$ cat src/design/istw_pkg.sv
// Shared types, sizes and helpers for the idle-session timing wheel.
// No dependencies; imported by istw_occ and idle_session_timing_wheel.
`default_nettype none

package istw_pkg;

  // Table sizes
  localparam int SESSIONS  = 1024;
  localparam int MAX_SLOTS = 256;

  // Field widths
  localparam int KIND_W   = 2;
  localparam int ID_W     = 32;
  localparam int TIME_W   = 64;
  localparam int PERIOD_W = 32;
  localparam int SLOT_W   = 8;
  localparam int STATUS_W = 2;
  localparam int CFG_IX_W = 8;
  localparam int CFG_D_W  = 32;

  // Derived sizes
  localparam int ENT_IW  = $clog2(SESSIONS);
  localparam int SLOT_IW = $clog2(MAX_SLOTS);
  localparam int OCC_W   = $clog2(SESSIONS + 1);
  localparam int CLR_N   = (SESSIONS > MAX_SLOTS) ? SESSIONS : MAX_SLOTS;
  localparam int CLR_W   = $clog2(CLR_N);

  // Register reset values
  localparam logic [SLOT_W-1:0]   SLOT_TOP_RST = SLOT_W'(60);
  localparam logic [PERIOD_W-1:0] PERIOD_RST   = PERIOD_W'(1000000);
  localparam logic [SLOT_W-1:0]   SLOT_MAX     = SLOT_W'(MAX_SLOTS - 1);

  // Register indexes on the configuration port
  localparam logic [CFG_IX_W-1:0] CFG_SLOT_TOP    = CFG_IX_W'(0);
  localparam logic [CFG_IX_W-1:0] CFG_TICK_PERIOD = CFG_IX_W'(1);

  typedef enum logic [KIND_W-1:0] {
    KIND_INSERT = 2'd0,
    KIND_UPDATE = 2'd1,
    KIND_REMOVE = 2'd2,
    KIND_TICK   = 2'd3
  } kind_e;

  typedef enum logic [STATUS_W-1:0] {
    STATUS_DONE   = 2'd0,
    STATUS_REJECT = 2'd1,
    STATUS_NOACT  = 2'd2
  } status_e;

  typedef enum logic [3:0] {
    ST_CLEAR,
    ST_IDLE,
    ST_SCAN,
    ST_SCAN_END,
    ST_EXEC,
    ST_UPD_WAIT,
    ST_UPD_INC,
    ST_TICK,
    ST_TICK_CHK,
    ST_RESULT
  } state_e;

  typedef enum logic [2:0] {
    OCC_NONE,
    OCC_READ,
    OCC_INC,
    OCC_DEC,
    OCC_CLEAR
  } occ_op_e;

  typedef logic [SLOT_IW-1:0] slot_idx_t;
  typedef logic [OCC_W-1:0]   occ_cnt_t;

  typedef struct packed {
    occ_op_e   op;
    slot_idx_t idx;
  } occ_cmd_t;

  typedef struct packed {
    logic              valid;
    logic [ID_W-1:0]   session;
    logic [SLOT_W-1:0] slot;
  } entry_t;

  // Clamp a slot value onto a physical slot of the wheel
  function automatic slot_idx_t slot_ix(input logic [SLOT_W-1:0] s);
    slot_idx_t r;
    if (s > SLOT_MAX) begin
      r = SLOT_IW'(MAX_SLOTS - 1);
    end else begin
      r = s[SLOT_IW-1:0];
    end
    return r;
  endfunction

  // Highest usable slot for a programmed top
  function automatic logic [SLOT_W-1:0] eff_top(input logic [SLOT_W-1:0] top);
    logic [SLOT_W-1:0] r;
    if (top > SLOT_MAX) begin
      r = SLOT_MAX;
    end else begin
      r = top;
    end
    return r;
  endfunction

endpackage

`default_nettype wire

$ cat src/design/istw_occ.sv
// Slot occupancy counters: one memory with a shared increment/decrement unit.
// Depends on istw_pkg. A read-modify-write reads the counter, then writes it back.
`default_nettype none

module istw_occ (
  input  wire logic              clk_i,
  input  wire logic              rst_ni,
  input  wire istw_pkg::occ_cmd_t cmd_i,
  output istw_pkg::occ_cnt_t     rdata_o
);
  import istw_pkg::*;

  occ_cnt_t  mem [MAX_SLOTS];
  occ_cnt_t  rd_q;
  occ_op_e   wb_op_q;
  slot_idx_t wb_idx_q;

  logic      we;
  slot_idx_t waddr;
  occ_cnt_t  wdata;

  // Track the pending write-back of an increment or decrement
  always_ff @(posedge clk_i or negedge rst_ni) begin
    if (!rst_ni) begin
      wb_op_q <= OCC_NONE;
    end else begin
      if (cmd_i.op == OCC_INC || cmd_i.op == OCC_DEC) begin
        wb_op_q <= cmd_i.op;
      end else begin
        wb_op_q <= OCC_NONE;
      end
    end
  end

  always_ff @(posedge clk_i) begin
    wb_idx_q <= cmd_i.idx;
  end

  // Select the single write: clear sweep, or write-back of the shared adder
  always_comb begin
    we    = 1'b0;
    waddr = cmd_i.idx;
    wdata = '0;
    case (wb_op_q)
      OCC_INC: begin
        we    = 1'b1;
        waddr = wb_idx_q;
        wdata = rd_q + OCC_W'(1);
      end
      OCC_DEC: begin
        we    = 1'b1;
        waddr = wb_idx_q;
        wdata = rd_q - OCC_W'(1);
      end
      default: begin
        if (cmd_i.op == OCC_CLEAR) begin
          we = 1'b1;
        end
      end
    endcase
  end

  // Memory write and registered read
  always_ff @(posedge clk_i) begin
    if (we) begin
      mem[waddr] <= wdata;
    end
    rd_q <= mem[cmd_i.idx];
  end

  assign rdata_o = rd_q;

endmodule

`default_nettype wire

$ cat config.mk
export PLATFORM = sky130hd
export DESIGN_NAME = istw_occ
export DESIGN_NICKNAME = d
export VERILOG_FILES = /design/src/design/istw_pkg.sv /design/src/design/istw_occ.sv
export SDC_FILE = /design/constraint.sdc
export NUM_CORES = 2
export LEC_CHECK = 0
export BUFFER_PORTS_ARGS = -buffer_cell sky130_fd_sc_hd__buf_2
export CAP_MARGIN = 20
export CORE_MARGIN = 2
export CORE_UTILIZATION = 35
export CTS_BUF_LIST = sky130_fd_sc_hd__clkbuf_4 sky130_fd_sc_hd__clkbuf_8
export DETAILED_ROUTE_END_ITERATION = 8
export HOLD_SLACK_MARGIN = 0.03
export PLACE_DENSITY = 0.57
export SKIP_CTS_REPAIR_TIMING = 1
export SLEW_MARGIN = 20
export SYNTH_ARGS = -nofsm -noshare
export SYNTH_HDL_FRONTEND = slang
export SYNTH_SLANG_ARGS = --single-unit
$ cat constraint.sdc
create_clock -name clk_i -period 16.29 [get_ports clk_i]
set_clock_uncertainty 0.05 [all_clocks]
set_input_delay 3.258 -clock clk_i [delete_from_list [all_inputs] [get_ports clk_i]]
set_output_delay 3.258 -clock clk_i [all_outputs]
set_load 0.1 [all_outputs]
==> results.md <==
Status:
- The flow ran to the end, and the final reports show no timing, DRC or antenna violations.

Power and ir drop:
- For this design the ratio of total power to cell area is 118 nW/um^2.
- Summing internal, switching and leakage power gives between 0.01 and 0.015 W.
- Across the VDD grid, the largest voltage drop is around 0.070 mV.
- The leakage dissipation is 38.4 nW.

Die:
- The floorplan step defined a die boundary enclosing 316000 sq um.
- From left edge to right edge, the die measures between 500 and 600 microns.
- The row count is 204.
- The chip height is ~560 microns.
- For this configuration, the core starts out at a cell density of about a third.
- For this design the top-level I/O count stands at 24.
- The core region is ~310000 sq um.

STA:
- Counting I/O delays and the setup requirement, the final critical path takes slightly above 7 ns.
- Setup repair after global routing left no endpoint under its margin.
- The number of max-slew violations in the final report is 0.
- For the pin with the worst max-slew slack, the measured transition is around 1.2 ns.
- In the final timing run, aggregate negative setup slack is 0 ns.
- The number of endpoints with negative hold slack in the final report was 0.
- Measured against its own limit, the worst slew margin works out to a little over a fifth.
- The final setup violation count is 0.
- After layout, the worst path uses 43.5% of the clock period.
- The achievable frequency is around 140 MHz.

Synth:
- The largest total area in the synthesized netlist belongs to edfxtp_1.
- After synthesis, the share of flip-flops with an asynchronous set or reset is less than 1%.
- Sequential cells were found to cover ~80% of the synthesized design area.
- The dominant register cell in the synthesized netlist is edfxtp_1.
- Synthesis produced a netlist whose cell count is roughly 4900.
- The top-area cell type share of the netlist area is slightly below 80%.
- The synthesized netlist contains 47 unique library cells.
- After synthesis, the cell types taking the most area are edfxtp_1, mux4_2, mux2i_1, nor2_1, a22oi_1.
- The total standard cell area after synthesis is 109000 sq um.
- Yosys printed 0 warnings.
- The number of nets handed over by synthesis was between 4000 and 5000.
- The post-synthesis average cell area is between 20 and 25 sq um.
- Yosys mapped a number of flops with a built-in enable equal to about 2800.
- The synthesized flop and latch total is 2838.

GRT:
- Global routing used ~17% of the available tracks across all layers.
- The largest net degree at the start of global routing is about 230.
- The number of antenna violations at the first check in global routing came to 13.
- The global-route wire length before repair is between 300000 and 400000 microns.
- The via count of the first global-routing pass came to approximately 53000.
- For this run the aggregate overflow at the end of global routing stands at 0.

Clock network:
- At the later pin of the worst-skew pair, clock insertion delay measures ~1.1 ns.
- After clock tree synthesis, the clock-pin slew on the worst setup and hold paths is roughly 0.06 ns.
- The clock sink count is around 2800.
- The maximum level of the CTS H-tree is 5.
- The tree is rooted in a clkbuf_8.
- Counting along the longest clock path gives a buffer depth of 4.
- Clock tree synthesis inserted a total of between 400 and 500 buffers.
- The CTS tree is yes.

Finish:
- In the layout the commonest cells are edfxtp_1, mux4_2, clkbuf_8, buf_4, mux2i_1.
- The share of layout cells above drive strength 1 is 32.1%.
- Once layout is complete, the utilization of the core stands at 40.0%.
- The most common library cell in the layout ignoring fill and taps is edfxtp_1.
- With fillers left out, the area of the finished cells amounts to around 120000 sq um.
- Fill cells in the final layout number around 27000.
- At the end of the flow, the number of nets in the layout was ~5300.
- The layout overhead on the synthesized area is 13.4%.

Drt:
- In the routed design, unresolved DRC markers number 0.
- The final route contains roughly 52000 vias.
- The first detailed-routing pass took 5 iterations.
- The detailed-route wire length per cell is 28.5 microns.
- The first routing iteration left approximately 5500 violations.
- Once detail routing completed, the nets flagged for antenna violations numbered 0.
- Wires add up to 277000 microns.
- The ratio of routed vias to standard cells is 5.38.

Placed design:
- After detailed placement, the total cell area comes to between 100000 and 150000 sq um.
- The placer congestion estimate is slightly below 0.8.
- The count of buffers added on input and output ports is 23.
- The total half-perimeter wirelength after legalization and detailed placement is 158000 microns.

Min path:
- The worst hold path was traced through 5 stages.
- The worst hold path class is flip-flop to flip-flop.
- The startpoint identified for the worst hold timing path is mem[78][1].
- The endpoint of the worst hold path is rdata_o[1].

Setup path:
- The largest driver fanout on the critical path is 75.
- The setup path with the least slack is of type input pin to flip-flop.
- The required time of the critical path is 17.18 ns.
- The slack of the worst reg-to-reg path is roughly 11 ns.
- STA puts the critical path data arrival time at 7.98 ns.
- The worst-case reg-to-reg path depth is 13.
- STA classifies the critical path endpoint as a flip-flop.
- The endpoint of the worst register-to-register path is mem[92][10].
- STA classifies the critical path startpoint as an input pin.
- In this run the critical register-to-register path is launched from wb_op_q[1].

Flow run:
- The number of maximum-capacitance constraint violations is 0.
## cells by family after synthesis
logic type	Yosys count	synth area share (%)
compound gates	344	2.18
xor+xnor	6	0.0482
simple gates	492	1.94
flops	2838	78.0
buf+inv	293	1.32
mux	881	16.4
other cells	1	0.00344
fa+ha+maj	10	0.122
## per-layer routing
metal	GRT usage (%)	up-vias	part of all wire (%)
li1	-	21473	-
met1	24.2	28449	43
met2	27.8	1924	48
met3	3.04	419	6.5
met4	4.78	0	2.3
met5	0	-	0
## worst max path at each step
stage | start | endpoint | slack, ns | depth (start not counted)
after floorplan | wb_op_q[2] | mem[0][7] | 1.56 | 11
after global placement | cmd_i[0] | rdata_o[1] | 7.68 | 9
after detailed placement | cmd_i[0] | rdata_o[2] | 7.92 | 11
after CTS | cmd_i[0] | rdata_o[2] | 9.12 | 11
after global routing | cmd_i[0] | rdata_o[2] | 8.73 | 11
final | cmd_i[0] | rdata_o[4] | 9.20 | 11
## final cells by class
cell class                      instances  area (sq um)  share of cell area (%)
Clock inverter                        193          1070                   0.862
Sequential cell                      2838         85000                    68.7
Inverter                                5          18.8                  0.0152
Clock buffer                          617          7550                    6.10
Timing Repair Buffer                  203          1760                    1.42
Antenna cell                            8          20.0                  0.0162
Tap cell                             4120          5150                    4.17
Multi-Input combinational cell       1734         23100                    18.7
## synth_stat cells (22+ instances only)
| cell | n |
|---|---|
| o221ai_1 | 57 |
| a31oi_1 | 22 |
| nand2_1 | 82 |
| nand3_1 | 58 |
| edfxtp_1 | 2816 |
| mux4_2 | 728 |
| nor2_1 | 275 |
| mux2i_1 | 153 |
| a21oi_1 | 87 |
| clkbuf_1 | 162 |
| a22oi_1 | 118 |
| buf_2 | 54 |
| buf_4 | 48 |
## registers in the layout (all words and copies together), names as in the netlist
signal	cells
wb_op_q	3
mem	2816
wb_idx_q	8
rdata_o	11
## worst max-delay path: stages
cell and delay (ns):
buf_8 0.55, buf_12 0.57, buf_4 0.90, buf_4 0.81
mux4_2 0.59, a22oi_1 0.22, nand2_1 0.15, nor3_1 0.23
a21oi_1 0.15, nand3_1 0.18, a31oi_1 0.10
## report_power, final
group | total (W) | switching, W | internal (W) | leakage, nW
Combinational | 0.000748 | 0.000501 | 0.000247 | 7.87
Sequential | 0.00806 | 0.0000180 | 0.00804 | 26.0
Clock | 0.00585 | 0.00274 | 0.00311 | 4.59
## stage by stage
| stage | cells | setup slack (ns) | hold WS, ns |
|---|---|---|---|
| after detailed placement | 8889 | 7.92 | 0.999 |
| final | 9718 | 9.20 | 1.01 |
| after CTS | 9699 | 9.12 | 1.02 |
| after global placement | 8882 | 7.68 | 1.05 |
| after floorplan | 4865 | 1.56 | 0.771 |
| after global routing | 9714 | 8.73 | 1.06 |
Note: power is estimated with default switching activity, not from simulation.
